**src/rtl/core/bds_ram.sv**
```systemverilog
// Generic simple dual-port RAM with registered read.
`timescale 1ns / 1ps

module bds_ram #(
  parameter int WIDTH = 8,
  parameter int DEPTH = 16
) (
  input  logic                     clk,
  input  logic                     we,
  input  logic [$clog2(DEPTH)-1:0] waddr,
  input  logic [WIDTH-1:0]         wdata,
  input  logic                     re,
  input  logic [$clog2(DEPTH)-1:0] raddr,
  output logic [WIDTH-1:0]         rdata
);

  logic [WIDTH-1:0] mem [DEPTH];

  always_ff @(posedge clk) begin
    if (we) begin
      mem[waddr] <= wdata;
    end
    if (re) begin
      rdata <= mem[raddr];
    end
  end

endmodule

```
**config.mk**
```make
export PLATFORM = sky130hd
export DESIGN_NAME = bds_ram
export DESIGN_NICKNAME = d
export VERILOG_FILES = /design/src/rtl/core/bds_ram.sv
export SDC_FILE = /design/constraint.sdc
export NUM_CORES = 1
export LEC_CHECK = 0
export BUFFER_PORTS_ARGS = -buffer_cell sky130_fd_sc_hd__buf_2
export CORE_MARGIN = 1
export CORE_UTILIZATION = 40
export CTS_BUF_LIST = sky130_fd_sc_hd__clkbuf_16
export DETAILED_ROUTE_END_ITERATION = 8
export HOLD_SLACK_MARGIN = 0.15
export MAX_ROUTING_LAYER = met4
export PLACE_DENSITY = 0.56
export REMOVE_ABC_BUFFERS = 1
export SYNTH_ARGS = -nofsm -noshare
export SYNTH_HDL_FRONTEND = slang
export SYNTH_SLANG_ARGS = --single-unit
```
**constraint.sdc**
```tcl
create_clock -name clk -period 2.4 [get_ports clk]
set_clock_uncertainty 0.2 [all_clocks]
set_input_delay 0.24 -clock clk [delete_from_list [all_inputs] [get_ports clk]]
set_output_delay 0.24 -clock clk [all_outputs]
set_load 0.02 [all_outputs]
```
After elaboration in Yosys (flattened, before gate mapping)
Memories as Yosys holds them, arrays and structs flattened. A register that Yosys moved wholly into a read port is not among the register bits.
Index checks and enable logic that the tools add are counted.
{"block": "word_totals", "mem_bits_rw": 128, "romBits": 0, "regBits": 0, "input_bits": 19, "n_memories": 1, "output_inout_bits": 8, "latch_bits": 0}
{"block": "classes", "n_bitwise": 0, "n_eq_ne": 0, "n_mux": 2, "shift": 0, "order_cmp": 0, "mul": 0, "addsub": 0, "n_reduce_logical": 0, "div_mod_pow": 0}
{"name": "mem", "words": 16, "word_bits": 8, "read_ports": 1, "rd_ports_with_merged_regs": 1, "wr": 1, "line_no": "17", "rtl": "logic [WIDTH-1:0] mem [DEPTH];"}
{"cell": "1-bit 2-to-1 mux", "n": 2}

Depth between registers and ports, before layout
{"block": "logic_depth", "ltp_word": 2, "ltp_mapped": 5, "depth_no_buf": 3}

Least setup slack after synthesis
OpenSTA, ideal clock, no wires.
{"block": "synth_timing", "path_kind": "input-to-reg", "from": "input waddr[2]", "to": "memory mem[0][0], enable pin", "setup_slack_ns": 0.467, "cell_stages": 2, "required_ns": 1.817, "arrival_ns": 1.350, "path_buffers": 0, "setup_time_ns": 0.383, "path_cell_list": "or3b_2 -> nor3_1"}
{"element": "start: declaration", "line_no": "10", "rtl": "input logic [$clog2(DEPTH)-1:0] waddr,"}
{"element": "end: declaration", "line_no": "17"}
Straight into the memory's write port.

==> summary.md <==
| Metric | Value |
|---|---|
| Worst setup margin | 0.7110 ns |
| Crit Path Max Fanout | 1 |
| Crit. End Element | flop |
| Hpwl dp | slightly above 6000 um |
| FP Rows | 41 |
| Sw Share | 19.71% |
| Worst Path Arrival | between 1.5 and 2 ns |
| Ys flop type | edfxtp_1 |
| RePlAce Congestion | between 0.7 and 0.8 |
| CTS buffer count | 17 |
| Share of the synthesized area in the top cell type | 78.12% |
| Clk root buf | clkbuf_16 |
| Final instance area | 0.006346 sq mm |
| Clk_lat worst skew | 0.41 ns |
| Cell Int Power | 4407 uW |
| Clock Power Share | between 40 and 50% |
| Slowest library cell on the worst path | mux4_2 |
| Gate power share | 4.9% |
| Buffers added on ports | 26 |
| Total gr overflow | 0 |
| Most common cell in the synthesized netlist | edfxtp_1 |
| P per Cell Area | 864.9 mW/mm^2 |
| Top Ports | 27 |
| First-pass DRT Iterations | 4 |
| Syn Area/Cell | 22.83 sq um |
| Worst-path cell chain | mux4_2, a22oi_1, nand2_1 |
| Largest net degree at the start of global routing | 33 |
| WL final | 9972 um |
| Post-Synthesis Cells | 229 |
| Vias in the first global route | 2505 |
| ANT cells | 0 |
| Worst Tran Pin Value | slightly above 0.4 ns |
| Post-synth EDFFs | 136 |
| Initial core utilization | 41.26% |
| Drt drc | 0 |
| Buffers & Inverters on Critical Path | 0 |
| FF-to-FF path depth | 3 |
| Final Setup Violations | 0 |
| Minimum clock period | roughly 1.7 ns |
| Crit Path Category | reg2reg |
| Iter 0 DRT Violations | 200 |
| Yosys reg bits | 136 |
| Top post-synthesis cells by area | edfxtp_1, mux4_2, mux4_1 |
| First-pass GRT wire length | 15050 um |
| Vias | 2429 |
| CORE AREA | 0.01267 sq mm |
| CTS Sinks | 136 |
| Placement Cell Area | 0.005669 sq mm |
| Clock transition at path regs | 0.06 ns |
| Initial antenna violation count | 0 |
| Syn-to-layout area delta | 21.40% |
| Slew margin rel. | 72.95% |
| Fmax | 592.0 MHz |
| Max Root-Sink Buffers | 2 |
| CP top delay family | multiplexers |
| Routed len/inst | around 21 um |
| Sw power | between 1000 and 1500 uW |
| RSZ-0062 raised after global routing | false |
| HP Class | in2reg |
| Sequential fraction of the synthesis area | 78.12% |
| Syn Std Cell Area | 0.005228 sq mm |
| Total GRT Usage | 17.20% |
| Setup slack at placement | 0.3242 ns |
| H-tree levels | 4 |
| Max-slew violations | 0 |
| Via density | 5.071 |
| VDD IR-drop max | 0.5685 mV |
| Final worst-path cycle share | 70.38% |
| Reg power frac | between 40% and 50% |
| CP required | 2.36 ns |
| Top cell type by total area after synthesis | edfxtp_1 |
| Hold path depth | 3 |
| Max stage delay on crit path | 0.45 ns |
| Maxcap violations | 0 |
| Layout cells sized above 1 | 30.62% |
| Final nets | 313 |
| Cell variety after synth | 18 |
| Setup TNS | 0 ns |
| Die X | between 100 and 150 um |
| Commonest cells in the netlist | edfxtp_1, mux4_2, a22oi_1, mux4_1, nor2_1 |
| Crit path depth | 3 |
| Hold Violations, Final | 0 |
| Die ar. | about 0.014 sq mm |
| Leak Pwr | approximately 0.0022 uW |
| CTS tree | yes |
| Die Y | about 120 um |
| Synth Warn # | 0 |
| Crit start category | flop |
| Status | finished, final reports clean |
| Post-synth ARST share | 0% |
| Antenna-violating nets left | 0 |
## stage by stage
stage	util [%]	std cells	hold WS (ns)	power (uW)
2_1_floorplan	-	219	0.1389	2857
3_3_place_gp	44.74	438	0.4201	2999
5_1_grt	50.08	479	0.2182	5666
4_1_cts	50.08	479	0.1830	5548
3_5_place_dp	44.74	438	0.4341	3003
6_report	50.08	479	0.2036	5489
## registers in the layout, indices dropped and copies added, names as in the netlist
register and cells:
mem 128, rdata 8
## repair_timing
| action | CTS | global route |
|---|---|---|
| endpoints found under the hold margin | 136 | 0 |
| setup endpoints to repair | 0 | 0 |
| hold buffers | 9 | 0 |
| setup buffers | 0 | 0 |
| resized for setup | 0 | 0 |
## per-layer routing
layer,up-vias,wire [um],share of wire [%],global-route usage (%)
met4,0,85,0.85,7.436
met1,1266,4582,46,22.82
li1,1113,-,-,-
met5,-,0,0,-
met3,6,340,3.4,3.684
met2,44,4964,50,25.76
## final timing paths
check,from,end,slack (ns)
worst max register to register,mem[0][7],rdata[7],0.71
worst max-delay path,mem[0][7],rdata[7],0.71
worst min-delay path,waddr[0],mem[4][5],0.20
worst min register to register,mem[15][1],rdata[1],0.55
## cells by family (layout without fill, tap and decap cells)
group           count (synthesis)  in the layout  share of synthesized area (%)
compound gates                 16             16                          2.298
buf+inv                        10             88                          1.651
flops                         136            136                          78.12
mux                            32             32                          14.79
simple gates                   35             35                          3.136
## final cells by class
class | instances | area (sq um)
multi-input cells | 83 | 1057
fillers | 1030 | 6325
repair buffers | 56 | 402.9
clock buffers | 17 | 425.4
clock inverters | 15 | 161.4
flip-flops and latches | 136 | 4084
well taps | 172 | 215.2
## tightest hold or removal path: stages
cell and delay, ns:
buf_2 0.14, nor3_1 0.06, buf_4 0.18
## layout by cell type (no fill, tap or decap), drive strengths merged
cell type and n:
or3b 1, nand2 9, clkinv 9, nand2b 2, and2 1, and2b 1, mux4 32, a22oi 16
dlygate4sd3 9, clkbuf 17, inv 1, nand3 1, nor2b 1, buf 47, nand3b 2, edfxtp 136
nor3 4, nor2 13, bufinv 3, clkinvlp 2
## power groups by stage
stage | sequential (uW) | combinational (uW) | clock (uW)
3_3_place_gp | 2740 | 260 | 0
6_report | 2690 | 268 | 2530
5_1_grt | 2690 | 295 | 2680
2_1_floorplan | 2750 | 107 | 0
3_5_place_dp | 2740 | 263 | 0
4_1_cts | 2690 | 275 | 2580
(Power assumes the default switching activity.)
