### src/rtl/core/bds_pkg.sv
// Shared constants, types and helper functions for the 3x3 box downscaler.
`timescale 1ns / 1ps

package bds_pkg;

  localparam int MAX_WIDTH  = 2048;
  localparam int BLOCK_COLS = MAX_WIDTH / 3;
  localparam int COL_W      = $clog2(MAX_WIDTH);
  localparam int BX_W       = $clog2(BLOCK_COLS);
  localparam int PIX_W      = 8;
  localparam int SUM_W      = 12;
  localparam int CFG_W      = 12;
  localparam int ROW_W      = 12;
  localparam int BY_W       = 11;
  localparam int CFG_IDX_W  = 2;

  localparam logic [CFG_IDX_W-1:0] REG_FRAME_WIDTH  = CFG_IDX_W'(0);
  localparam logic [CFG_IDX_W-1:0] REG_FRAME_HEIGHT = CFG_IDX_W'(1);

  localparam logic [CFG_W-1:0] RESET_WIDTH  = CFG_W'(1920);
  localparam logic [CFG_W-1:0] RESET_HEIGHT = CFG_W'(1080);
  localparam logic [CFG_W-1:0] WIDTH_CAP    = CFG_W'(MAX_WIDTH);

  // Phase of a pixel inside its block, along a row or along a column.
  localparam logic [1:0] PHASE_FIRST = 2'd0;
  localparam logic [1:0] PHASE_LAST  = 2'd2;

  typedef struct packed {
    logic [CFG_W-1:0] width_eff;
    logic [BX_W-1:0]  bx_limit;
    logic [CFG_W-1:0] height;
    logic [BY_W-1:0]  by_limit;
  } cfg_t;

  typedef struct packed {
    logic            in_block;
    logic            band_start;
    logic            block_end;
    logic [BX_W-1:0] bx;
    logic [BY_W-1:0] by;
  } pos_t;

  typedef struct packed {
    logic [PIX_W-1:0] blue;
    logic [PIX_W-1:0] green;
    logic [PIX_W-1:0] red;
  } pix_t;

  typedef struct packed {
    logic [SUM_W-1:0] blue;
    logic [SUM_W-1:0] green;
    logic [SUM_W-1:0] red;
  } sums_t;

  // floor(n / 3) for 12-bit n: multiply by ceil(2^13 / 3).
  function automatic logic [10:0] div3(input logic [11:0] n);
    logic [23:0] p;
    p = {12'd0, n} * 24'd2731;
    return p[23:13];
  endfunction

  // floor(n / 9) for 12-bit n: multiply by ceil(2^15 / 9).
  function automatic logic [8:0] div9(input logic [11:0] n);
    logic [23:0] p;
    p = {12'd0, n} * 24'd3641;
    return p[23:15];
  endfunction

endpackage

### src/rtl/core/bds_intf.sv


interface bds_cfg_if;
  logic                          valid;
  logic                          ready;
  logic [bds_pkg::CFG_IDX_W-1:0] index;
  logic [bds_pkg::CFG_W-1:0]     data;

  modport source (output valid, index, data, input ready);
  modport sink (input valid, index, data, output ready);
endinterface

### src/rtl/core/bds_cfg.sv
// Configuration registers with the derived block counts.
`timescale 1ns / 1ps

module bds_cfg (
  input  logic          clk,
  input  logic          rst,
  bds_cfg_if.sink       cfg,
  output bds_pkg::cfg_t cfg_q
);

  logic [bds_pkg::CFG_W-1:0] width_clip;

  assign cfg.ready = 1'b1;

  // Clip the width to the band sum capacity.
  assign width_clip = (cfg.data > bds_pkg::WIDTH_CAP) ? bds_pkg::WIDTH_CAP : cfg.data;

  always_ff @(posedge clk) begin
    if (rst) begin
      cfg_q.width_eff <= bds_pkg::RESET_WIDTH;
      cfg_q.bx_limit  <= bds_pkg::BX_W'(bds_pkg::div3(bds_pkg::RESET_WIDTH));
      cfg_q.height    <= bds_pkg::RESET_HEIGHT;
      cfg_q.by_limit  <= bds_pkg::BY_W'(bds_pkg::div3(bds_pkg::RESET_HEIGHT));
    end else if (cfg.valid) begin
      if (cfg.index == bds_pkg::REG_FRAME_WIDTH) begin
        cfg_q.width_eff <= width_clip;
        cfg_q.bx_limit  <= bds_pkg::BX_W'(bds_pkg::div3(width_clip));
      end else if (cfg.index == bds_pkg::REG_FRAME_HEIGHT) begin
        cfg_q.height   <= cfg.data;
        cfg_q.by_limit <= bds_pkg::BY_W'(bds_pkg::div3(cfg.data));
      end
    end
  end

endmodule

### src/flat_wrapper.sv
// flat-port wrapper written by rule: the top's interface ports become plain ports
module bds_cfg_flat 
  (clk, rst, cfg_q, cfg_valid, cfg_index, cfg_data, cfg_ready);
  bds_cfg_if cfg_i ();
  input  logic clk;
  input  logic rst;
  output bds_pkg::cfg_t cfg_q;
  input wire logic [$bits(cfg_i.valid)-1:0] cfg_valid;
  input wire logic [$bits(cfg_i.index)-1:0] cfg_index;
  input wire logic [$bits(cfg_i.data)-1:0] cfg_data;
  output wire logic [$bits(cfg_i.ready)-1:0] cfg_ready;
  assign cfg_i.valid = cfg_valid;
  assign cfg_i.index = cfg_index;
  assign cfg_i.data = cfg_data;
  assign cfg_ready = cfg_i.ready;
  bds_cfg u_core (.clk(clk), .rst(rst), .cfg(cfg_i), .cfg_q(cfg_q));
endmodule
### config.mk
export PLATFORM = sky130hd
export DESIGN_NAME = bds_cfg_flat
export DESIGN_NICKNAME = d
export VERILOG_FILES = /design/src/rtl/core/bds_pkg.sv /design/src/rtl/core/bds_intf.sv /design/src/rtl/core/bds_cfg.sv /design/src/flat_wrapper.sv
export SDC_FILE = /design/constraint.sdc
export NUM_CORES = 1
export LEC_CHECK = 0
export BUFFER_PORTS_ARGS = -buffer_cell sky130_fd_sc_hd__buf_2
export CORE_UTILIZATION = 40
export CTS_BUF_LIST = sky130_fd_sc_hd__clkbuf_16
export DETAILED_ROUTE_END_ITERATION = 8
export SYNTH_ARGS = -nofsm -noshare
export SYNTH_HDL_FRONTEND = slang
export SYNTH_SLANG_ARGS = --single-unit
export TNS_END_PERCENT = 30
### constraint.sdc
create_clock -name clk -period 11.95 [get_ports clk]
set_input_delay 1.195 -clock clk [delete_from_list [all_inputs] [get_ports clk]]
set_output_delay 1.195 -clock clk [all_outputs]
set_load 0.01 [all_outputs]
# ---- Yosys cells after proc, flatten, opt, wreduce, memory -nomap -nowiden
# Index checks and enable logic that the tools add are counted.
dict set report totals {
  reg_bits 45
  out_inout_bits 46
  in_bits 17
  word_cells 13
}
dict set report op_classes {
  n_reduce_logical 3
  n_eq_ne 1
  n_mul 2
  n_mux 1
  n_lt_le_gt_ge 1
  n_bitwise 1
}
# cell n
set op_table {}
lappend op_table {{multiplier 12 x 12 -> 24 bit (second input constant)} 1}
lappend op_table {{multiplier 12 x 12 -> 23 bit (second input constant)} 1}
lappend op_table {{> comparator 12 bit (second input constant)} 1}
lappend op_table {{two-way mux 12 bit} 1}
lappend op_table {{AND reduction 3 bit} 1}
lappend op_table {{equality test 2 x 1 -> 1 bit (second input constant)} 1}
lappend op_table {{logical NOT 2 bit} 1}
lappend op_table {{AND reduction 2 bit} 1}
lappend op_table {{NOT 1 bit} 1}

# ---- Depth between registers and ports, before layout
dict set report logic_depth {
  word_depth 3
  depth_mapped 24
  mapped_depth_nobuf 23
}

# ---- Least setup slack after synthesis
# OpenSTA, ideal clock, no wires.
dict set report synth_timing {
  path_kind {input port to flip-flop}
  start {in cfg_data[10]}
  end {reg, netlist name u_core.cfg_q[30]}
  path_slack_ps 5701
  t_arrival_ps 6127
  path_stages 24
  cell_sequence {inv_1 > ha_1 > nand4_1 > o21ai_0 > clkbuf_1 > nand2_1 > inv_1 > ha_1 > ha_1 > inv_1 > fa_1 > inv_1 > fa_1 > inv_1 > fa_1 > inv_1 > ha_1 > a21oi_1 > o21ai_1 > a211oi_1 > a21oi_4 > a31oi_1 > nor4_1 > a311o_1}
}
dict set report synth_via {
  elab_chain_len 3
}
# item line_no
set synth_lines {}
lappend synth_lines {{start: declaration} flat_wrapper.sv:10} ;# input wire logic [$bits(cfg_i.data)-1:0] cfg_data;
lappend synth_lines {{> comparator 12 bit} bds_cfg.sv:16} ;# assign width_clip = (cfg.data > bds_pkg::WIDTH_CAP) ? bds_pkg::WIDTH_CAP : cfg.data;
lappend synth_lines {{two-way mux 12 bit} bds_cfg.sv:16}
lappend synth_lines {{net u_core.width_clip (one bit)} bds_cfg.sv:11} ;# logic [bds_pkg::CFG_W-1:0] width_clip;
lappend synth_lines {{multiplier 12 x 12 -> 23 bit} bds_pkg.sv:58} ;# p = {12'd0, n} * 24'd2731;
# The timed path passes the listed nets, and every way through them passes these cells.
# A chain may end at the register's enable or synchronous reset.

# ---- Final worst setup path
dict set report layout_timing {
  start {in cfg_data[11]}
  end {reg, netlist name u_core.cfg_q[30]}
}
dict set report layout_via {
  elab_chain_len 3
}
# item line_no
set layout_lines {}
lappend layout_lines {{> comparator 12 bit} bds_cfg.sv:16}
lappend layout_lines {{two-way mux 12 bit} bds_cfg.sv:16}
lappend layout_lines {{net u_core.width_clip (one bit)} bds_cfg.sv:11}
lappend layout_lines {{multiplier 12 x 12 -> 23 bit} bds_pkg.sv:58}
# The timed path passes the listed nets, and every way through them passes these cells.

==> flow_summary.json <==
{
  "status": "finished, final reports clean",
  "core_um2": 17200,
  "timing.final.crit_period_ns": 7.01,
  "syn_inst": 798,
  "die_y_um": 135,
  "startpoint": "cfg_data[11]",
  "dieArea_um2": 18200,
  "drv_cap": 0,
  "leakagePower_nw": 4.21,
  "cp.required_ns": 12.14,
  "syn_to_final_growth_pct": 9.76,
  "vias": 5357,
  "synth-edff-count": 0,
  "max_slew_margin": 0.245,
  "cts_sinks": 45,
  "top_register": "u_core.cfg_q",
  "cts.hold.buffers_added": 0,
  "dpl.hpwl_um": 13800,
  "viasPerCell": 4.99,
  "port_buffers": 61,
  "tns_ns": 0,
  "synth_area_per_cell_um2": 8.84,
  "synthArstFlopShare": 0,
  "grt_max_degree": 35,
  "top_regs": "u_core.cfg_q: 45 flops",
  "clockBufferDepth": 2,
  "hold_depth": 2,
  "drc": 0,
  "final_common_cell": "inv_1",
  "ys.warnings.count": 0,
  "rsz0062_at_grt": "no",
  "criticalPathCategory": "in -> reg",
  "clockRootBuffer": "clkbuf_16",
  "drive_above_1_share": 0.0907,
  "finalSetupViolCount": 0,
  "grt_usage": 0.197,
  "die_w_um": 135,
  "netlist_area_um2": 7050,
  "synth-seq-cells": 45,
  "worst_setup_path_start_kind": "primary input",
  "arrival_ns": 7.21,
  "ys_seq_area_frac": 0.128,
  "hold_violations": 0,
  "drt_iter0_drc": 196,
  "numCtsBuffers": 5,
  "wl_per_cell_um": 15.2,
  "htreeDepth": 2,
  "synth_cell_types": 56,
  "start_util": 0.409,
  "min_from": "u_core.cfg_q[23]$_SDFFE_PP0P_",
  "ctsResizeCount": 0,
  "reg2reg_depth": 3,
  "maxSlewViolCount": 0,
  "drt-total-wl_um": 16400,
  "hold_class": "reg -> reg",
  "diodes": 0,
  "layout_common_cells": "185 x inv_1, 160 x ha_1, 78 x fa_1",
  "reg2reg_slack_ns": 11.01,
  "gr-total-overflow": 0,
  "grt_pass1_vias": 5583,
  "fin_worst_skew_ns": 0,
  "io_pins": 63,
  "clk_pin_slew_worst_paths_ns": 0.07,
  "r2r-start": "u_core.cfg_q[30]$_SDFFE_PP1P_",
  "ir_drop_mv": 0.163,
  "powerDensity_nw_per_um2": 149,
  "r2r-end": "u_core.cfg_q[30]$_SDFFE_PP1P_",
  "largest_reg_flops": 45,
  "critPathMaxFanout": 16,
  "clock_latency_ns": 0.31,
  "syn_nets": 1053,
  "critPathCaptureType": "flop",
  "grt_first_pass_wirelength_um": 27700,
  "fin_nets": 1103,
  "tightest_slew_ns": 1.12,
  "grt_antenna_before_repair": 0,
  "antenna_left": 0,
  "gp_congestion": 0.876,
  "cts_setup_buffers": 0,
  "synth_ff_type": "dfxtp_1",
  "fmax_mhz": 143,
  "dp_slack_ns": 4.64,
  "num_rows": 48,
  "dr.pass1.iters": 4,
  "hold_path_end": "u_core.cfg_q[23]$_SDFFE_PP0P_",
  "cts_tree": "built",
  "setup_ws_ns": 4.94,
  "finalCritPeriodShare": 0.587
}
-- worst max-delay path by stage --
| stage | endpoint | depth (start not counted) |
|---|---|---|
| CTS | u_core.cfg_q[30]$_SDFFE_PP1P_ | 23 |
| detailed placement | u_core.cfg_q[30]$_SDFFE_PP1P_ | 23 |
| floorplan | u_core.cfg_q[30]$_SDFFE_PP1P_ | 24 |
| global placement | u_core.cfg_q[30]$_SDFFE_PP1P_ | 23 |
| global route | u_core.cfg_q[30]$_SDFFE_PP1P_ | 23 |
| finish | u_core.cfg_q[30]$_SDFFE_PP1P_ | 23 |
-- Yosys cell counts (3+ instances only) --
| cell | instances | share of area |
|---|---|---|
| inv_1 | 184 | 0.098 |
| ha_1 | 160 | 0.28 |
| fa_1 | 78 | 0.22 |
| nand2_1 | 70 | 0.037 |
| a21oi_1 | 53 | 0.038 |
| dfxtp_1 | 45 | 0.13 |
| nand3_1 | 17 | 0.012 |
| clkbuf_1 | 16 | 0.0085 |
| o21ai_0 | 16 | 0.011 |
| nor2_1 | 15 | 0.0080 |
| o211ai_1 | 12 | 0.013 |
| xor2_1 | 11 | 0.014 |
| and2_1 | 10 | 0.0089 |
| xnor2_1 | 8 | 0.0099 |
| a211oi_1 | 7 | 0.0075 |
| a21o_1 | 7 | 0.0075 |
| and3_1 | 7 | 0.0062 |
| nand4_1 | 7 | 0.0062 |
| nor2b_1 | 6 | 0.0053 |
| o21ai_1 | 6 | 0.0043 |
| a31oi_1 | 5 | 0.0044 |
| nand2b_1 | 4 | 0.0035 |
| nor3_1 | 4 | 0.0028 |
| o21bai_1 | 4 | 0.0043 |
| nand3b_1 | 3 | 0.0032 |
| o211a_1 | 3 | 0.0043 |
| o31ai_1 | 3 | 0.0032 |
| or3_1 | 3 | 0.0027 |
-- area by class of cell --
type                    count  area [um2]
repair buffers             63         320
fillers                  1685        9500
multi-input cells         549        5380
clock inverters             3        42.5
inverters                 184         691
well taps                 225         282
clock buffers               5         125
flip-flops and latches     45         901
-- routing by layer --
metal	vias up	wire length [um]	track usage
li1	2719	-	-
met1	2574	7270	0.245
met2	52	8560	0.360
met3	12	248	0.0203
met4	0	290	0.0556
met5	-	0	0
-- metrics by stage --
step	hold slack [ns]	utilization	cell area [um2]	total power, mW	instances
finish	0.447	0.449	7740	1.16	1074
global placement	0.439	0.439	7570	0.996	1066
floorplan	0.476	-	7050	0.793	798
detailed placement	0.442	0.439	7570	0.995	1066
CTS	0.452	0.449	7740	1.17	1074
global route	0.472	0.449	7740	1.30	1074
-- power breakdown --
part / switching (mW) / internal [mW]
clock network: 0.0672 / 0.0985
registers: 0.00610 / 0.163
logic: 0.488 / 0.333
-- cells by family (layout without fill, tap and decap cells) --
group,count (synthesis),count (layout),synth area share
adder cells (fa/ha/maj),238,238,0.505
buffers and inverters,204,255,0.110
AND/OR/NAND/NOR,160,160,0.116
AO/OA/AOI/OAI,130,130,0.115
flip-flops,45,45,0.128
XOR/XNOR,19,19,0.0236
other,1,1,0.000532
multiplexers,1,1,0.00142
-- worst max-delay path, cell delays in order --
cell and delay [ns]:
buf_2 0.33, ha_1 0.22, nand4_1 0.06, o21ai_0 0.88, nand2_1 0.27, inv_1 0.21
ha_1 0.27, ha_1 0.29, inv_1 0.05, fa_1 0.47, inv_1 0.05, fa_1 0.53
inv_1 0.05, fa_1 0.52, inv_1 0.04, ha_1 0.33, a21oi_1 0.13, o21ai_1 0.11
a211oi_1 0.38, a21oi_4 0.13, a31oi_1 0.31, nor4_1 0.08, a311o_1 0.29
(Power assumes the default switching activity.)
