`src/rtl/core/bds_pkg.sv`:
```
// Shared constants, types and helper functions for the 3x3 box downscaler.
`timescale 1ns / 1ps

package bds_pkg;

  localparam int MAX_WIDTH  = 2048;
  localparam int BLOCK_COLS = MAX_WIDTH / 3;
  localparam int COL_W      = $clog2(MAX_WIDTH);
  localparam int BX_W       = $clog2(BLOCK_COLS);
  localparam int PIX_W      = 8;
  localparam int SUM_W      = 12;
  localparam int CFG_W      = 12;
  localparam int ROW_W      = 12;
  localparam int BY_W       = 11;
  localparam int CFG_IDX_W  = 2;

  localparam logic [CFG_IDX_W-1:0] REG_FRAME_WIDTH  = CFG_IDX_W'(0);
  localparam logic [CFG_IDX_W-1:0] REG_FRAME_HEIGHT = CFG_IDX_W'(1);

  localparam logic [CFG_W-1:0] RESET_WIDTH  = CFG_W'(1920);
  localparam logic [CFG_W-1:0] RESET_HEIGHT = CFG_W'(1080);
  localparam logic [CFG_W-1:0] WIDTH_CAP    = CFG_W'(MAX_WIDTH);

  // Phase of a pixel inside its block, along a row or along a column.
  localparam logic [1:0] PHASE_FIRST = 2'd0;
  localparam logic [1:0] PHASE_LAST  = 2'd2;

  typedef struct packed {
    logic [CFG_W-1:0] width_eff;
    logic [BX_W-1:0]  bx_limit;
    logic [CFG_W-1:0] height;
    logic [BY_W-1:0]  by_limit;
  } cfg_t;

  typedef struct packed {
    logic            in_block;
    logic            band_start;
    logic            block_end;
    logic [BX_W-1:0] bx;
    logic [BY_W-1:0] by;
  } pos_t;

  typedef struct packed {
    logic [PIX_W-1:0] blue;
    logic [PIX_W-1:0] green;
    logic [PIX_W-1:0] red;
  } pix_t;

  typedef struct packed {
    logic [SUM_W-1:0] blue;
    logic [SUM_W-1:0] green;
    logic [SUM_W-1:0] red;
  } sums_t;

  // floor(n / 3) for 12-bit n: multiply by ceil(2^13 / 3).
  function automatic logic [10:0] div3(input logic [11:0] n);
    logic [23:0] p;
    p = {12'd0, n} * 24'd2731;
    return p[23:13];
  endfunction

  // floor(n / 9) for 12-bit n: multiply by ceil(2^15 / 9).
  function automatic logic [8:0] div9(input logic [11:0] n);
    logic [23:0] p;
    p = {12'd0, n} * 24'd3641;
    return p[23:15];
  endfunction

endpackage

```
`src/rtl/core/bds_intf.sv`:
```


interface bds_avg_if;
  logic                      valid;
  logic                      ready;
  logic [bds_pkg::PIX_W-1:0] avg_blue;
  logic [bds_pkg::PIX_W-1:0] avg_green;
  logic [bds_pkg::PIX_W-1:0] avg_red;
  logic [bds_pkg::BX_W-1:0]  out_x;
  logic [bds_pkg::BY_W-1:0]  out_y;

  modport source (output valid, avg_blue, avg_green, avg_red, out_x, out_y, input ready);
  modport sink (input valid, avg_blue, avg_green, avg_red, out_x, out_y, output ready);
endinterface


```
`src/rtl/core/bds_accum.sv`:
```
// Band sum update stage with write forwarding and the result register.
`timescale 1ns / 1ps

module bds_accum (
  input  logic                     clk,
  input  logic                     rst,
  input  logic                     in_accept,
  input  bds_pkg::pos_t            pos,
  input  bds_pkg::pix_t            pixel,
  output logic                     in_ready,
  output logic                     wr_en,
  output logic [bds_pkg::BX_W-1:0] wr_addr,
  output bds_pkg::sums_t           wr_data,
  input  bds_pkg::sums_t           rd_data,
  bds_avg_if.source                avg
);

  logic           b_valid;
  bds_pkg::pos_t  b_pos;
  bds_pkg::pix_t  b_pix;
  logic           fwd;
  bds_pkg::sums_t fwd_data;

  logic           b_adv;
  bds_pkg::sums_t base;
  bds_pkg::sums_t sum_next;

  assign b_adv    = b_valid && (!avg.valid || avg.ready);
  assign in_ready = !b_valid || b_adv;

  always_comb begin
    if (b_pos.band_start) begin
      base = '0;
    end else if (fwd) begin
      base = fwd_data;
    end else begin
      base = rd_data;
    end
    sum_next.blue  = base.blue + bds_pkg::SUM_W'(b_pix.blue);
    sum_next.green = base.green + bds_pkg::SUM_W'(b_pix.green);
    sum_next.red   = base.red + bds_pkg::SUM_W'(b_pix.red);
  end

  assign wr_en   = b_adv && b_pos.in_block;
  assign wr_addr = b_pos.bx;
  assign wr_data = sum_next;

  always_ff @(posedge clk) begin
    if (rst) begin
      b_valid <= 1'b0;
    end else if (in_accept) begin
      b_valid <= 1'b1;
    end else if (b_adv) begin
      b_valid <= 1'b0;
    end
  end

  // Catch a write that lands on the entry being read in the same cycle.
  always_ff @(posedge clk) begin
    if (in_accept) begin
      b_pos    <= pos;
      b_pix    <= pixel;
      fwd      <= wr_en && (b_pos.bx == pos.bx);
      fwd_data <= sum_next;
    end
  end

  always_ff @(posedge clk) begin
    if (rst) begin
      avg.valid <= 1'b0;
    end else if (b_adv && b_pos.in_block && b_pos.block_end) begin
      avg.valid <= 1'b1;
    end else if (avg.ready) begin
      avg.valid <= 1'b0;
    end
  end

  always_ff @(posedge clk) begin
    if (b_adv && b_pos.in_block && b_pos.block_end) begin
      avg.avg_blue  <= bds_pkg::PIX_W'(bds_pkg::div9(sum_next.blue));
      avg.avg_green <= bds_pkg::PIX_W'(bds_pkg::div9(sum_next.green));
      avg.avg_red   <= bds_pkg::PIX_W'(bds_pkg::div9(sum_next.red));
      avg.out_x     <= b_pos.bx;
      avg.out_y     <= b_pos.by;
    end
  end

endmodule
```
`src/flat_wrapper.sv`:
```
// flat-port wrapper written by rule: the top's interface ports become plain ports
module bds_accum_flat 
  (clk, rst, in_accept, pos, pixel, in_ready, wr_en, wr_addr, wr_data, rd_data, avg_valid, avg_avg_blue, avg_avg_green, avg_avg_red, avg_out_x, avg_out_y, avg_ready);
  bds_avg_if avg_i ();
  input  logic clk;
  input  logic rst;
  input  logic in_accept;
  input  bds_pkg::pos_t pos;
  input  bds_pkg::pix_t pixel;
  output logic in_ready;
  output logic wr_en;
  output logic [bds_pkg::BX_W-1:0] wr_addr;
  output bds_pkg::sums_t wr_data;
  input  bds_pkg::sums_t rd_data;
  output wire logic [$bits(avg_i.valid)-1:0] avg_valid;
  output wire logic [$bits(avg_i.avg_blue)-1:0] avg_avg_blue;
  output wire logic [$bits(avg_i.avg_green)-1:0] avg_avg_green;
  output wire logic [$bits(avg_i.avg_red)-1:0] avg_avg_red;
  output wire logic [$bits(avg_i.out_x)-1:0] avg_out_x;
  output wire logic [$bits(avg_i.out_y)-1:0] avg_out_y;
  input wire logic [$bits(avg_i.ready)-1:0] avg_ready;
  assign avg_valid = avg_i.valid;
  assign avg_avg_blue = avg_i.avg_blue;
  assign avg_avg_green = avg_i.avg_green;
  assign avg_avg_red = avg_i.avg_red;
  assign avg_out_x = avg_i.out_x;
  assign avg_out_y = avg_i.out_y;
  assign avg_i.ready = avg_ready;
  bds_accum u_core (.clk(clk), .rst(rst), .in_accept(in_accept), .pos(pos), .pixel(pixel), .in_ready(in_ready), .wr_en(wr_en), .wr_addr(wr_addr), .wr_data(wr_data), .rd_data(rd_data), .avg(avg_i));
endmodule
```
`config.mk`:
```
export PLATFORM = sky130hd
export DESIGN_NAME = bds_accum_flat
export DESIGN_NICKNAME = d
export VERILOG_FILES = /design/src/rtl/core/bds_pkg.sv /design/src/rtl/core/bds_intf.sv /design/src/rtl/core/bds_accum.sv /design/src/flat_wrapper.sv
export SDC_FILE = /design/constraint.sdc
export NUM_CORES = 1
export LEC_CHECK = 0
export ABC_CLOCK_PERIOD_IN_PS = 7600
export BUFFER_PORTS_ARGS = -buffer_cell sky130_fd_sc_hd__buf_4
export CAP_MARGIN = 40
export CORE_MARGIN = 4
export CORE_UTILIZATION = 34
export CTS_BUF_LIST = sky130_fd_sc_hd__clkbuf_16
export DETAILED_ROUTE_END_ITERATION = 8
export PLACE_DENSITY_LB_ADDON = 0.25
export SLEW_MARGIN = 10
export SYNTH_ARGS = -nofsm -noshare
export SYNTH_HDL_FRONTEND = slang
export SYNTH_SLANG_ARGS = --single-unit
export TNS_END_PERCENT = 30
```
`constraint.sdc`:
```
create_clock -name clk -period 7.6 [get_ports clk]
set_input_delay 0 -clock clk [delete_from_list [all_inputs] [get_ports clk]]
set_output_delay 0 -clock clk [all_outputs]
set_load 0.01 [all_outputs]
```
# Yosys cells after proc, flatten, opt, wreduce, memory -nomap -nowiden
# Cells that the tools add are included.
# W data, S select, Z words.
dict set report totals {
  ff_bits 132
  in_bits 88
  out_inout_bits 94
  elab_cells 42
}
dict set report op_classes {
  addsub 3
  n_mul 3
  n_eq_ne 1
  n_mux 6
  reduce_logical 10
}
# operator count
set op_table {}
lappend op_table {{$mux W36} 2}
lappend op_table {{$mul A12 B12 Y23 const B} 3}
lappend op_table {{$add A12 B8 Y12} 3}
lappend op_table {{$eq A10 B10 Y1} 1}
lappend op_table {{$logic_and A1 B1 Y1} 4}
lappend op_table {{$mux W1} 4}
lappend op_table {{$reduce_bool A2 Y1} 2}
lappend op_table {{$logic_not A1 Y1} 2}
lappend op_table {{$logic_or A1 B1 Y1} 2}

# Logic depth before layout (Yosys ltp)
dict set report depth {
  depth_word 6
  depth_mapped 35
  mapped_depth_nobuf 32
}

# Worst setup path after synthesis
# Ideal clock, no wire load.
dict set report synth_timing {
  path_kind {register -> register}
  from {register u_core.fwd}
  to {register u_core.avg.avg_green[7] (data pin)}
  setup_ns 0.260
  t_arrival_ns 7.494
  t_required_ns 7.340
  setup_slack_ns -0.154
  path_stages_with_launch 35
  path_buffers 3
  synth_period_minus_slack_ns 7.754
  path_cell_list {edfxtp_1 buf_2 clkbuf_1 clkbuf_1 mux2i_1 nor2_1 ha_1 inv_1 fa_1 nor2b_1 o21ai_0 a21boi_0 o21ai_0 a21oi_1 nor3_1 xor2_1 inv_1 ha_1 xnor2_1 ha_1 inv_1 fa_1 inv_1 fa_1 inv_1 fa_1 inv_1 ha_1 a2111oi_0 nand3_1 o211ai_1 a31oi_1 a21o_1 a21oi_1 xnor2_1}
}
dict set report synth_via {
  elab_chain_len 4
}
# item line_no
set synth_rtl {}
lappend synth_rtl {{start: declaration} bds_accum.sv:21} ;# logic fwd;
lappend synth_rtl {{start signal: assignment} bds_accum.sv:63} ;# fwd <= wr_en && (b_pos.bx == pos.bx);
lappend synth_rtl {{$mux W36} bds_accum.sv:34} ;# end else if (fwd) begin
lappend synth_rtl {{$mux W36} bds_accum.sv:32} ;# if (b_pos.band_start) begin
lappend synth_rtl {{$add A12 B8 Y12} bds_accum.sv:40} ;# sum_next.green = base.green + bds_pkg::SUM_W'(b_pix.green);
lappend synth_rtl {{$mul A12 B12 Y23} bds_pkg.sv:65} ;# p = {12'd0, n} * 24'd3641;
lappend synth_rtl {{end signal: assignment} bds_accum.sv:81} ;# avg.avg_green <= bds_pkg::PIX_W'(bds_pkg::div9(sum_next.green));
lappend synth_rtl {{end: declaration} bds_intf.sv:12} ;# modport source (output valid, avg_blue, avg_green, avg_red, out_x, out_y, input ready);
# No other way between the ends.
# A chain may end at the register's enable or synchronous reset.

# Worst setup path in the final report
dict set report layout_timing {
  from {register u_core.fwd}
  to {register u_core.avg.avg_red[7] (data pin)}
}
dict set report layout_via {
  elab_chain_len 4
}
# item line_no
set layout_rtl {}
lappend layout_rtl {{$mux W36} bds_accum.sv:34}
lappend layout_rtl {{$mux W36} bds_accum.sv:32}
lappend layout_rtl {{$add A12 B8 Y12} bds_accum.sv:41} ;# sum_next.red = base.red + bds_pkg::SUM_W'(b_pix.red);
lappend layout_rtl {{$mul A12 B12 Y23} bds_pkg.sv:65}
lappend layout_rtl {{end signal: assignment} bds_accum.sv:82} ;# avg.avg_red <= bds_pkg::PIX_W'(bds_pkg::div9(sum_next.red));
lappend layout_rtl {{end: declaration} bds_intf.sv:12}
# No other way between the ends.

==> impl_metrics.yaml <==
synth:
  synthSimpleGateAreaFrac_pct: 6.66
  yosys_warnings: 0
  yosysSeqAreaShare_pct: 33.2
  synth_compound_area_share_pct: 6.97
  ys_top_cells_by_area: "edfxtp_1 (33%), ha_1 (24%), fa_1 (12%)"
  ys_ff_latch: 132
  synth_top_area_share_pct: 32.9
  synth_fa_ha_area_share_pct: 36.0
  yosysMostFrequentCell: "ha_1"
  synthXorXnorAreaFrac_pct: 7.87
  syn-mean-instance-area_um2: 11.3
  synthMuxAreaShare_pct: 3.22
  syn_nets: 1431
  synth_top_family_by_area: "adder cells"
  synth-edff-count: 130
  netlist_area_um2: 11900
  synth_top_flop_cell: "edfxtp_1"
  ys_types: 56
  synth_top_area_cell: "edfxtp_1"
  yosys-top-cells-count: "ha_1 (225), inv_1 (162), edfxtp_1 (130), fa_1 (72), nor2_1 (72)"
  syn_inst: 1046
  synthArstFlopShare_pct: 0
worst_setup_path:
  worst_path_max_delay_cell: "fa_1"
  r2r-start: "u_core.fwd"
  cp_max_fo: 25
  cp.arrival_ps: 7370
  worstSetupStartpointType: "flop"
  required_ps: 7780
  cp-end-kind: "flop"
  crit_start: "u_core.fwd"
  path_buf_inv: 6
  critPathKind: "flop to flop"
  cpPeakStageDelay_ps: 540
  cpLargestDelayFamily: "adder cells"
status:
  status: "finished clean"
timing:
  clock_skew_ps: 12.7
  slew_violations: 0
  hold_viol: 0
  setup_viol: 0
  slew_headroom_pct: 50.7
  fin_crit_sh_pct: 94.6
  period_needed_ps: 7190
  worstMarginPinSlew_ps: 740
  max_freq_ghz: 0.139
placed_design:
  routabilityCongestion: 0.904
  numPlacedInstances: 1692
  dp.final_hpwl_mm: 23.7
  port_buffers: 181
clock_tree:
  clkSlewWorstSetupHoldPaths_ps: 70
  root_buffer: "clkbuf_16"
  clock_sinks: 132
  cts_buffers: 17
  htreeDepth: 4
  clk_latency_ps: 440
  clockBufferDepth: 2
  cts_tree: "done"
routing:
  ant_nets: 0
  routed_wl_mm: 29.5
  wire_per_inst_um: 16.6
  drt_pass1_iterations: 4
  drtIter0Drc: 272
  drc: 0
  viasPerCell: 4.68
  vias: 8318
die:
  placeableCoreArea_um2: 34500
  io_pins: 182
  initial_core_util_pct: 34.4
  dieHeight_um: 195
  rows: 68
  die-area_um2: 38000
  die_w_um: 195
global_routing:
  grt_antenna_before_repair: 3
  grt_pass1_wl_mm: 46.5
  grt_usage_pct: 15.6
  grt-ovfl-total: 0
  grt_start_max_net_pins: 58
  grt_pass1_vias: 8754
finish:
  synthToLayoutAreaGrowth_pct: 26.6
  fin_nets: 1694
  stdcell_count: 1779
  drive_gt1_share_pct: 19.4
flow_run:
  timing.max_cap.violations: 0
worst_hold_path:
  hold_path.class: "input port to flop"
  worstHoldStart: "rd_data[4]"
==> cells in the final DEF, fill, tap and decap left out, types with 25 or more instances in the layout <==
cell and instances:
a21oi_1 33, buf_4 207, nand2_1 30, ha_1 225, nor2_1 72, edfxtp_1 130
a21o_1 26, inv_1 163, fa_1 72, o21ai_0 25, xor2_1 44, mux2i_1 37
xnor2_1 52, dlygate4sd3_1 52
==> what timing repair did <==
| item | in CTS | in global routing |
|---|---|---|
| hold buffers | 52 | 0 |
| hold endpoints to repair | 72 | 0 |
| gates resized for setup | 0 | 5 |
| setup endpoints to repair | 0 | 5 |
| buffers inserted | 0 | 1 |
==> per-stage QoR <==
step | util (%) | hold slack, ps | setup slack [ps] | instance area [µm²] | TNS (ps)
4_1_cts | 43.5 | 211 | 208 | 15000 | 0
3_5_place_dp | 40.5 | 172 | 273 | 13900 | 0
2_1_floorplan | - | 72.4 | 34.4 | 11900 | 0
6_report | 43.6 | 240 | 410 | 15000 | 0
5_1_grt | 43.6 | 261 | -57.0 | 15000 | -63.4
3_3_place_gp | 40.4 | 172 | 432 | 13900 | 0
==> worst min-delay path, stage by stage <==
cell     delay (ps)
buf_4            90
mux2i_1          60
nor2_1           90
ha_1            180
xor2_1           90
==> sequential cells by signal, summed over array words and instances (netlist names) <==
signal / count
u_core.fwd_data: 36
u_core.b_pix: 24
u_core.b_pos: 14
u_core.avg.out_y: 11
u_core.avg.out_x: 10
u_core.wr_addr: 10
u_core.avg.avg_blue: 8
u_core.avg.avg_green: 8
u_core.avg.avg_red: 8
u_core.avg.valid: 1
u_core.b_valid: 1
u_core.fwd: 1
==> kinds of logic (layout without fill, tap and decap cells) <==
| family | count (synthesis) | count (layout) |
|---|---|---|
| adder cells (fa/ha/maj) | 299 | 299 |
| buffers and inverters | 180 | 456 |
| AND/OR/NAND/NOR | 171 | 171 |
| flip-flops | 132 | 132 |
| AO/OA/AOI/OAI | 125 | 125 |
| XOR/XNOR | 101 | 101 |
| multiplexers | 38 | 38 |
| other | 0 | 2 |
==> routing by layer <==
layer  GRT usage [%]  routed length (µm)  share of wire (%)
met3            3.33                1260                4.3
met4            5.74                 748                2.5
met2            25.8               14000                 47
met1            20.1               13500                 46
met5               0                  20              0.068
==> area by class of cell <==
type	count	area, µm²
sequential	132	3940
clock inverter	15	105
inverter	162	608
antenna	2	5.00
tap	455	569
timing repair buffer	262	2140
multi-input combinational	734	7220
fill	3243	19400
clock buffer	17	425
==> final timing paths <==
| path | to | slack [ps] | depth (start not counted) |
|---|---|---|---|
| worst min register to register | u_core.avg.out_y[7] | 420 | 0 |
| worst max-delay path | u_core.avg.avg_red[7] | 410 | 30 |
| worst min-delay path | u_core.fwd_data[4] | 240 | 5 |
| worst max register to register | u_core.avg.avg_red[7] | 410 | 30 |
Power is left out: the tool's default activity adds up to more than one toggle a clock period on the data nets, which glitch-free logic cannot reach.
