--- config.mk ---
export PLATFORM = sky130hd
export DESIGN_NAME = bds_pos
export DESIGN_NICKNAME = d
export VERILOG_FILES = /design/src/rtl/core/bds_pkg.sv /design/src/rtl/core/bds_pos.sv
export SDC_FILE = /design/constraint.sdc
export NUM_CORES = 1
export LEC_CHECK = 0
export ABC_AREA = 0
export BUFFER_PORTS_ARGS = -buffer_cell sky130_fd_sc_hd__buf_2
export CELL_PAD_IN_SITES_DETAIL_PLACEMENT = 1
export CELL_PAD_IN_SITES_GLOBAL_PLACEMENT = 2
export CORE_MARGIN = 2
export CORE_UTILIZATION = 35
export DETAILED_ROUTE_END_ITERATION = 16
export GPL_TIMING_DRIVEN = 1
export PLACE_DENSITY_LB_ADDON = 0.2
export SYNTH_ARGS = -nofsm -noshare
export SYNTH_HDL_FRONTEND = slang
export SYNTH_SLANG_ARGS = --single-unit
--- constraint.sdc ---
create_clock -name clk -period 6.3 [get_ports clk]
set_input_delay 1.26 -clock clk [delete_from_list [all_inputs] [get_ports clk]]
set_output_delay 1.26 -clock clk [all_outputs]
set_load 0.05 [all_outputs]
--- src/rtl/core/bds_pkg.sv ---
// Shared constants, types and helper functions for the 3x3 box downscaler.
`timescale 1ns / 1ps

package bds_pkg;

  localparam int MAX_WIDTH  = 2048;
  localparam int BLOCK_COLS = MAX_WIDTH / 3;
  localparam int COL_W      = $clog2(MAX_WIDTH);
  localparam int BX_W       = $clog2(BLOCK_COLS);
  localparam int PIX_W      = 8;
  localparam int SUM_W      = 12;
  localparam int CFG_W      = 12;
  localparam int ROW_W      = 12;
  localparam int BY_W       = 11;
  localparam int CFG_IDX_W  = 2;

  localparam logic [CFG_IDX_W-1:0] REG_FRAME_WIDTH  = CFG_IDX_W'(0);
  localparam logic [CFG_IDX_W-1:0] REG_FRAME_HEIGHT = CFG_IDX_W'(1);

  localparam logic [CFG_W-1:0] RESET_WIDTH  = CFG_W'(1920);
  localparam logic [CFG_W-1:0] RESET_HEIGHT = CFG_W'(1080);
  localparam logic [CFG_W-1:0] WIDTH_CAP    = CFG_W'(MAX_WIDTH);

  // Phase of a pixel inside its block, along a row or along a column.
  localparam logic [1:0] PHASE_FIRST = 2'd0;
  localparam logic [1:0] PHASE_LAST  = 2'd2;

  typedef struct packed {
    logic [CFG_W-1:0] width_eff;
    logic [BX_W-1:0]  bx_limit;
    logic [CFG_W-1:0] height;
    logic [BY_W-1:0]  by_limit;
  } cfg_t;

  typedef struct packed {
    logic            in_block;
    logic            band_start;
    logic            block_end;
    logic [BX_W-1:0] bx;
    logic [BY_W-1:0] by;
  } pos_t;

  typedef struct packed {
    logic [PIX_W-1:0] blue;
    logic [PIX_W-1:0] green;
    logic [PIX_W-1:0] red;
  } pix_t;

  typedef struct packed {
    logic [SUM_W-1:0] blue;
    logic [SUM_W-1:0] green;
    logic [SUM_W-1:0] red;
  } sums_t;

  // floor(n / 3) for 12-bit n: multiply by ceil(2^13 / 3).
  function automatic logic [10:0] div3(input logic [11:0] n);
    logic [23:0] p;
    p = {12'd0, n} * 24'd2731;
    return p[23:13];
  endfunction

  // floor(n / 9) for 12-bit n: multiply by ceil(2^15 / 9).
  function automatic logic [8:0] div9(input logic [11:0] n);
    logic [23:0] p;
    p = {12'd0, n} * 24'd3641;
    return p[23:15];
  endfunction

endpackage

--- src/rtl/core/bds_pos.sv ---
// Raster position counters and block flags for the next pixel.
`timescale 1ns / 1ps

module bds_pos (
  input  logic          clk,
  input  logic          rst,
  input  logic          advance,
  input  bds_pkg::cfg_t cfg,
  output bds_pkg::pos_t pos
);

  logic [bds_pkg::COL_W-1:0] col;
  logic [1:0]                cx;
  logic [bds_pkg::BX_W-1:0]  bx;
  logic [bds_pkg::ROW_W-1:0] row;
  logic [1:0]                ry;
  logic [bds_pkg::BY_W-1:0]  by;

  logic [bds_pkg::CFG_W-1:0] col_inc;
  logic [bds_pkg::ROW_W:0]   row_inc;

  assign col_inc = bds_pkg::CFG_W'(col) + bds_pkg::CFG_W'(1);
  assign row_inc = {1'b0, row} + (bds_pkg::ROW_W + 1)'(1);

  always_ff @(posedge clk) begin
    if (rst) begin
      col <= '0;
      cx  <= bds_pkg::PHASE_FIRST;
      bx  <= '0;
      row <= '0;
      ry  <= bds_pkg::PHASE_FIRST;
      by  <= '0;
    end else if (advance) begin
      if (col_inc >= cfg.width_eff) begin
        col <= '0;
        cx  <= bds_pkg::PHASE_FIRST;
        bx  <= '0;
        if (row_inc >= {1'b0, cfg.height}) begin
          row <= '0;
          ry  <= bds_pkg::PHASE_FIRST;
          by  <= '0;
        end else begin
          row <= row_inc[bds_pkg::ROW_W-1:0];
          if (ry == bds_pkg::PHASE_LAST) begin
            ry <= bds_pkg::PHASE_FIRST;
            by <= by + bds_pkg::BY_W'(1);
          end else begin
            ry <= ry + 2'd1;
          end
        end
      end else begin
        col <= col_inc[bds_pkg::COL_W-1:0];
        if (cx == bds_pkg::PHASE_LAST) begin
          cx <= bds_pkg::PHASE_FIRST;
          bx <= bx + bds_pkg::BX_W'(1);
        end else begin
          cx <= cx + 2'd1;
        end
      end
    end
  end

  assign pos.in_block   = (bx < cfg.bx_limit) && (by < cfg.by_limit);
  assign pos.band_start = (ry == bds_pkg::PHASE_FIRST) && (cx == bds_pkg::PHASE_FIRST);
  assign pos.block_end  = (ry == bds_pkg::PHASE_LAST) && (cx == bds_pkg::PHASE_LAST);
  assign pos.bx         = bx;
  assign pos.by         = by;

endmodule

# Word level (Yosys, flattened, before mapping)
# Index checks and enable logic that the tools add are counted.
[totals]
regBits = 48
inputBits = 48
out_inout_bits = 24
elab_cells = 38
[op_classes]
n_addsub = 6
magnitude_cmp = 4
n_eq_ne = 2
n_mux = 10
n_reduce_logical = 10
[op_table]
columns = ["cell", "count"]
rows = [
  ["$mux 11", 3],
  ["$mux 10", 2],
  ["$add 12x1->13 const B", 1],
  ["$ge 13x12->1", 1],
  ["$add 11x1->12 const B", 1],
  ["$ge 12x12->1", 1],
  ["$mux 12", 1],
  ["$add 11x1->11 const B", 1],
  ["$lt 11x11->1", 1],
  ["$add 10x1->10 const B", 1],
  ["$lt 10x10->1", 1],
  ["$mux 2", 4],
  ["$add 2x1->2 const B", 2],
  ["$eq 2x2->1 const B", 2],
  ["$logic_not 2->1", 2],
  ["$reduce_and 2->1", 2],
  ["$reduce_bool 2->1", 2],
  ["$logic_and 1x1->1", 3],
  ["$reduce_and 3->1", 1],
]

# Logic depth before layout (Yosys ltp)
# Gate-level depths: netlist of run 1.
[logic_depth]
word_depth = 4
ltp_mapped = 13

# Worst setup path after synthesis of run 1
# Ideal clock, no wire load.
[synth_path]
path_type = "input -> output"
from = "input port cfg[5] in the netlist's numbering"
to = "output port pos[23] in the netlist's numbering"
arrival_ns = 2.546
required_ns = 5.040
path_slack_ns = 2.494
cell_stages = 7
n_path_buf = 0
path_cell_list = "inv_1 ha_1 and3_1 a21oi_1 o21ai_0 o211ai_1 and4_1"
[synth_lines]
columns = ["item", "line", "source"]
rows = [
  ["from (decl)", "bds_pos.sv:8", "input bds_pkg::cfg_t cfg,"],
  ["to (decl)", "bds_pos.sv:9", "output bds_pkg::pos_t pos"],
]

==> impl_metrics.toml, run 1 <==
[timing]
finalHoldViolCount = 0
whs_ns = 0.4943
skew_ns = 0.01572
finalCritPeriodShare_pct = 63.52
tightest_slew_ns = 0.8685
setup_viol = 0
tns_ns = 0
max_freq_mhz = 249.9
finalCriticalPeriod_ns = 4.002
relSlewSlack_pct = 42.10
grt_setup_unrepaired = "false"
drv_slew = 0

[floorplanning]
fp-row-count = 37
die_y_um = 107.4
initial_core_util_pct = 36.09
die_w_um = 107.4
io_pins = 72
core_mm2 = 0.01037
design.die.area_mm2 = 0.01154

[synth]
ys_seq_area_share_pct = 25.68
mappedNetlistNets = 568
yosysUniqueCellTypes = 60
ys_async_sr_fraction_pct = 0
synthTopCellsByArea = "dfxtp_1, ha_1, nand2_1"
synth-edff-count = 0
postSynthCellCount = 472
yosys.area.top_type_share_pct = 25.68
syn_avg_cell_area_um2 = 7.929
synth_top_flop_cell = "dfxtp_1"
syn_area_mm2 = 0.003742
ys_seq_elements = 48
synth.largest_area_cell = "dfxtp_1"
yosysWarnings = 0
synth_common_cells = "nand2_1, inv_1, dfxtp_1, ha_1, a21oi_1"
synth_most_common_cell = "nand2_1"

[worst_setup_path]
crit_path_max_fanout = 1
cp_slowest_cell = "ha_1"
crit_path_start_kind = "input port"
required_ns = 5.04
reg2reg_from = "col[0]"
setup.worst_path.start = "cfg[1]"
end_kind = "primary output"
worst_path_largest_cell_delay_ns = 0.27
worstPathCellList = "buf_2 -> inv_1 -> ha_1 -> a21o_1 -> a21oi_1 -> o21ai_0 -> o211ai_1 -> and4_1 -> buf_2"
crit_arrival_ns = 2.74
crit_top_cell = "buf_2"
crit_type = "input port to primary output"

[layout]
utilization_pct = 41.22
n_fill_cell = 1332
layout-drive-gt1-share_pct = 17.67
area_growth_pct = 14.21
fin_nets = 627
final_cells = 668
n_antenna_cell = 0

[detailed_routing]
route.detailed.drc = 0
via_per_inst = 5.290
postRouteAntennaNets = 0
wirelength_mm = 9.503
drt_iter0_drc = 102
vias = 3534
wl_per_cell_um = 14.23
firstDrtPassIters = 4

[power_and_ir_drop]
power.share.switching_pct = 27.29
intPower_mw = 0.4278
ir_drop_uv = 78.66
p_sw_mw = 0.1606
power.share.clock_pct = 33.3
powerDensity_mw_per_mm2 = 137.7
comb_power_share_pct = 13.4
p_leak_nw = 2.030
p_seq_share_pct = 53.3

[cts]
h-tree-depth = 2
cts_tree = "yes"
cts.reportedPaths.clkPinSlew_ns = 0.09
clock_latency_ns = 0.31
postCtsSetupBuffers = 0
cts_made_buffers = 5
cts_root_buffer = "clkbuf_8"
cts.path.max_buffers = 2
hold_buffers = 0
clock-sinks = 48
post_cts_resized = 0

[placement]
hpwl_mm = 7.134
io_buffers = 71
routabilityCongestion = 0.7799
place_inst = 660

[worst_hold_path]
hold_class = "flop to flop"
hp-start = "col[4]"

[global_route]
overflow = 0
grt.total_usage_pct = 16.95
antenna_found_initial = 0
grt_pass1_vias = 3532
grt_max_degree = 47
grt_pass1_wl_mm = 16.20

[outcome]
status = "completed"

[flow_run]
drv_cap = 0
worst max-delay path, delay by kind of cell:
kind            cells  cell delay, ns
simple gates        1            0.20
compound gates      4            0.65
fa+ha+maj           1            0.27
buf+inv             3            0.37
power by group through the flow:
stage,Sequential [mW],Clock [mW],Combinational [mW]
floorplan,0.323,0,0.0490
global placement,0.321,0,0.0768
detailed placement,0.321,0,0.0802
CTS,0.314,0.203,0.0808
global route,0.315,0.214,0.0911
finish,0.314,0.196,0.0791
through the flow:
| step | cell area [um^2] | total power, mW | setup WS, ns |
|---|---|---|---|
| 2_1_floorplan | 3742 | 0.3725 | 2.494 |
| 3_3_place_gp | 4182 | 0.3977 | 2.281 |
| 3_5_place_dp | 4182 | 0.4012 | 2.301 |
| 4_1_cts | 4274 | 0.5976 | 2.293 |
| 5_1_grt | 4274 | 0.6203 | 2.178 |
| 6_report | 4274 | 0.5884 | 2.298 |
routing by layer:
| layer | share of wire (%) | up-vias | global-route usage (%) |
|---|---|---|---|
| li1 | - | 1784 | - |
| met1 | 48 | 1692 | 22.30 |
| met2 | 48 | 51 | 29.43 |
| met3 | 3.1 | 7 | 2.058 |
| met4 | 0.98 | 0 | 4.212 |
| met5 | 0 | - | 0 |
cell families after synthesis:
family                   after synthesis  share of synthesized area, %
XOR/XNOR                              28                         6.553
AND/OR/NAND/NOR                      187                         27.01
buffers and inverters                 70                         7.522
AO/OA/AOI/OAI                         91                         17.19
adder cells (fa/ha/maj)               48                         16.05
flip-flops                            48                         25.68
path summary, 6_finish.rpt:
check | to | slack, ns | cells after the start
worst min-delay path | col[4] | 0.49 | 2
worst max-delay path | pos[23] | 2.30 | 9
worst max register to register | by[0] | 2.73 | 11
worst min register to register | col[4] | 0.49 | 2
state kept, by name, summed over array words and instances (netlist names):
| signal | cells |
|---|---|
| cx | 2 |
| col | 11 |
| ry | 2 |
| bx | 10 |
| row | 12 |
| by | 11 |
area by class of cell:
| cell class | instances | area [um^2] | share of cell area, % |
|---|---|---|---|
| multi-input cells | 354 | 2500 | 58.49 |
| repair buffers | 72 | 362.8 | 8.489 |
| flip-flops and latches | 48 | 960.9 | 22.48 |
| clock inverters | 2 | 10.01 | 0.2342 |
| inverters | 50 | 187.7 | 4.391 |
| clock buffers | 6 | 82.58 | 1.932 |
| well taps | 136 | 170.2 | 3.981 |
cells in the final DEF (no fill, tap or decap), types with 11 or more instances in the layout:
cell      Yosys  final
dfxtp_1      48     48
nand3_1      25     25
o21ai_0      21     21
ha_1         48     48
xor2_1       14     14
and3_1       11     11
nand2_1      51     51
nand2b_1     14     14
nand4_1      22     22
nor2_1       26     26
inv_1        50     50
a21oi_1      28     28
buf_2         3     71
xnor2_1      14     14
Note: power is estimated with default switching activity, not from simulation.
==> run 2: changes to the inputs <==
CORE_UTILIZATION = 32   (was 35)
clock period = 4.1 ns   (was 6.3 ns; I/O delays follow)
==> run 2 against run 1 <==
  * Clock skew shrank 0.0092 ns
  * Sequential share of layout area shrank 0.34 points
  * Via count shrank 0.14%
  * Critical path depth grew 2
  * Register-to-register slack lost 2.1 ns
  * Clock power grew 120%
  * Worst hold slack is essentially flat
  * Die area grew 9.0%
  * Non-clock buffer count is the same
  * Design area grew 1.6%
  * Critical path type is now flop to flop
==> impl_metrics.toml, run 2 (same netlist as run 1, synthesis figures left out) <==
[cts]
cts.path.max_buffers = 2
clock-sinks = 48
h-tree-depth = 2
post_cts_resized = 0
postCtsSetupBuffers = 0
cts_root_buffer = "clkbuf_16"
clock_latency_ns = 0.29
cts_tree = "yes"
cts.reportedPaths.clkPinSlew_ns = 0.07
cts_made_buffers = 5
hold_buffers = 0

[worst_hold_path]
hold_class = "flop to flop"

[global_route]
grt.total_usage_pct = 16.15
overflow = 0
grt_pass1_vias = 3597
antenna_found_initial = 0
grt_pass1_wl_mm = 17.22
grt_max_degree = 47

[placement]
place_ws_ns = 0.5919
io_buffers = 71
place_area_mm2 = 0.004190
hpwl_mm = 7.416
routabilityCongestion = 0.7905

[timing]
skew_ns = 0.006471
setup_viol = 0
worst_slack_ns = 0.6283
whs_ns = 0.4943
tns_ns = 0
relSlewSlack_pct = 39.73
max_freq_mhz = 288.0
finalCritPeriodShare_pct = 84.68
tightest_slew_ns = 0.9040
grt_setup_unrepaired = "false"
finalCriticalPeriod_ns = 3.472
finalHoldViolCount = 0
drv_slew = 0

[worst_setup_path]
crit_type = "flop to flop"
crit_path_max_fanout = 13
required_ns = 4.29
end_kind = "flop"
crit_path_start_kind = "flop"
crit_arrival_ns = 3.66

[detailed_routing]
postRouteAntennaNets = 0
vias = 3529
firstDrtPassIters = 4
wl_per_cell_um = 14.50
wirelength_mm = 9.790
via_per_inst = 5.228
route.detailed.drc = 0
drt_iter0_drc = 75

[floorplanning]
core_mm2 = 0.01142
fp-row-count = 39
die_w_um = 112.1
io_pins = 72
die_y_um = 112.1
initial_core_util_pct = 32.77
design.die.area_mm2 = 0.01258

[layout]
stdcell_area_mm2 = 0.004340
reg_top3 = "row (12), by (11), col (11)"
final_common_cell = "buf_2"
largest_reg_flops = 12
regMostFlops = "row"
final_cell_mix = "buf_2, nand2_1, inv_1"
layout-drive-gt1-share_pct = 17.48
n_antenna_cell = 0
fin_nets = 627
area_growth_pct = 15.98

[flow_run]
drv_cap = 0

[power_and_ir_drop]
p_total_mw = 1.027
p_leak_nw = 2.049
ir_drop_uv = 173.5
powerDensity_mw_per_mm2 = 236.7

[outcome]
status = "completed"
run 2: cell types whose count changed in the layout (fill, tap and decap cells not counted), sizes merged:
cell and change:
clkbuf +1, clkinv -2, clkinvlp +1
run 2: final timing paths:
| check | startpoint | endpoint | slack (ns) | depth (start not counted) |
|---|---|---|---|---|
| max | col[0] | by[10] | 0.63 | 11 |
| min | row[5] | row[5] | 0.49 | 2 |
| max reg2reg | col[0] | by[10] | 0.63 | 11 |
| min reg2reg | row[5] | row[5] | 0.49 | 2 |
run 2: metal layers:
layer	routed length, um	GRT usage, %
met3	247	1.944
met4	97	3.496
met5	0	0
met2	4563	27.27
met1	4882	22.24
run 2: power breakdown:
group | switching (mW) | internal [mW] | total (mW) | leakage, nW
Clock | 0.179 | 0.243 | 0.422 | 0.0701
Sequential | 0.00991 | 0.472 | 0.482 | 0.388
Combinational | 0.0725 | 0.0500 | 0.123 | 1.59
run 2: through the flow:
stage / util, % / cells
global placement: 36.70 / 667
finish: 38.01 / 675
global route: 38.01 / 675
CTS: 38.01 / 675
detailed placement: 36.70 / 667
floorplan: - / 472
run 2: final cells by class:
cell class | instances | area [um^2]
inverter | 50 | 187.7
multi-input combinational | 354 | 2500
timing repair buffer | 72 | 362.8
fill | 1443 | 7078
sequential | 48 | 960.9
clock buffer | 7 | 142.6
tap | 143 | 178.9
clock inverter | 1 | 7.507
run 2: worst max-delay path: stages (launching register included):
cell	delay, ns
dfxtp_1	0.43
ha_1	0.28
and3_1	0.26
and3_1	0.28
nand3_1	0.12
xnor2_1	0.14
ha_1	0.27
nand2_1	0.09
o21ai_2	0.53
a22o_4	0.34
nand3_2	0.26
o41ai_2	0.36
==> run 3: changes to the inputs <==
clock period = 3.25 ns   (was 4.1 ns; I/O delays follow)
==> run 3 against run 2 <==
  * Clock-buffer cell count is 1 lower
  * Die area stayed put
  * Critical path depth is 1 lower
  * Sequential power grew 26%
  * Design area is 4.1% higher
  * Largest cell class unchanged
  * Largest power group unchanged
  * Highest routed layer unchanged
==> impl_metrics.toml, run 3 (same netlist as run 1, synthesis figures left out) <==
[layout]
n_antenna_cell = 0
reg_top3 = "row (12), by (11), col (11)"
final_cells = 689
regMostFlops = "row"
final_common_cell = "buf_2"
layout-drive-gt1-share_pct = 20.70
final_cell_mix = "buf_2, nand2_1, inv_1"
fin_nets = 641
largest_reg_flops = 12
area_growth_pct = 20.70

[global_route]
grt_pass1_wl_mm = 16.66
grt_pass1_vias = 3520
antenna_found_initial = 0
grt_max_degree = 47
grt.total_usage_pct = 15.82
overflow = 0

[timing]
max_freq_mhz = 332.9
worst_slack_ns = 0.2465
relSlewSlack_pct = 40.81
grt_setup_unrepaired = "false"
finalHoldViolCount = 0
finalCriticalPeriod_ns = 3.004
skew_ns = 0.009452
tightest_slew_ns = 0.8879
finalCritPeriodShare_pct = 92.42
drv_slew = 0
tns_ns = 0
setup_viol = 0

[detailed_routing]
wirelength_mm = 9.946
wl_per_cell_um = 14.44
postRouteAntennaNets = 0
firstDrtPassIters = 4
drt_iter0_drc = 82
vias = 3534
via_per_inst = 5.129
route.detailed.drc = 0

[worst_setup_path]
crit_type = "flop to flop"
crit_path_max_fanout = 13
end_kind = "flop"
crit_arrival_ns = 3.20
crit_path_start_kind = "flop"
required_ns = 3.45

[cts]
clock-sinks = 48
cts_root_buffer = "clkbuf_16"
cts.reportedPaths.clkPinSlew_ns = 0.07
cts_made_buffers = 5
h-tree-depth = 2
clock_latency_ns = 0.29
hold_buffers = 0
cts.path.max_buffers = 2
cts_tree = "yes"

[floorplanning]
core_mm2 = 0.01142
io_pins = 72
die_y_um = 112.1
design.die.area_mm2 = 0.01258
initial_core_util_pct = 32.77
fp-row-count = 39
die_w_um = 112.1

[placement]
hpwl_mm = 7.675
io_buffers = 71
routabilityCongestion = 0.8030
place_ws_ns = 0.08537
place_inst = 679

[outcome]
status = "completed"

[power_and_ir_drop]
ir_drop_uv = 224.8
p_leak_nw = 2.140
powerDensity_mw_per_mm2 = 302.8

[flow_run]
drv_cap = 0

[worst_hold_path]
hold_class = "flop to flop"
==> run 3: final cells by class <==
| cell class | instances | area [um^2] |
|---|---|---|
| fillers | 1455 | 6902 |
| multi-input cells | 354 | 2531 |
| flip-flops and latches | 48 | 962.2 |
| repair buffers | 86 | 493.0 |
| inverters | 50 | 187.7 |
| well taps | 143 | 178.9 |
| clock buffers | 6 | 128.9 |
| clock inverters | 2 | 35.03 |
==> run 3: critical path, cell delays in order (launching register included) <==
cell	delay [ns]
dfxtp_1	0.42
and3_1	0.22
and3_1	0.25
xor2_1	0.09
ha_1	0.32
nand2_2	0.08
or3_4	0.35
o221ai_4	0.40
a22o_4	0.28
nand4b_1	0.22
o31ai_1	0.29
==> run 3: worst paths after layout <==
check / to / slack (ns) / cells after the start / start
min: row[5] / 0.49 / 2 / row[5]
max: ry[1] / 0.25 / 10 / col[2]
max reg2reg: ry[1] / 0.25 / 10 / col[2]
min reg2reg: row[5] / 0.49 / 2 / row[5]
==> run 3: metal layers <==
metal / up-vias / routed length [um] / global-route usage [%] / share of wire [%]
met5: - / 0 / 0 / 0
met4: 0 / 63 / 3.008 / 0.63
met3: 4 / 211 / 1.998 / 2.1
met2: 39 / 4765 / 26.79 / 48
met1: 1680 / 4906 / 21.84 / 49
li1: 1811 / - / - / -
==> run 3: metrics by stage <==
step	power (mW)	hold WS, ns	utilization, %	instance area [um^2]
after floorplan	0.7220	0.4568	-	3742
after global placement	0.7827	0.4807	37.71	4305
after detailed placement	0.7892	0.4853	37.71	4305
after CTS	1.383	0.4956	39.14	4469
after global routing	1.431	0.5138	39.56	4517
final	1.368	0.4928	39.56	4517
==> run 3: repair_timing <==
item / 4_1_cts / 5_1_grt
buffers inserted: 0 / 2
resized for setup: 0 / 8
setup endpoints to repair: 0 / 30
==> run 3: power by group <==
group          leakage (nW)  internal [mW]  switching, mW
clock network        0.0808          0.363          0.230
logic                  1.67         0.0711         0.0971
registers             0.388          0.596         0.0110
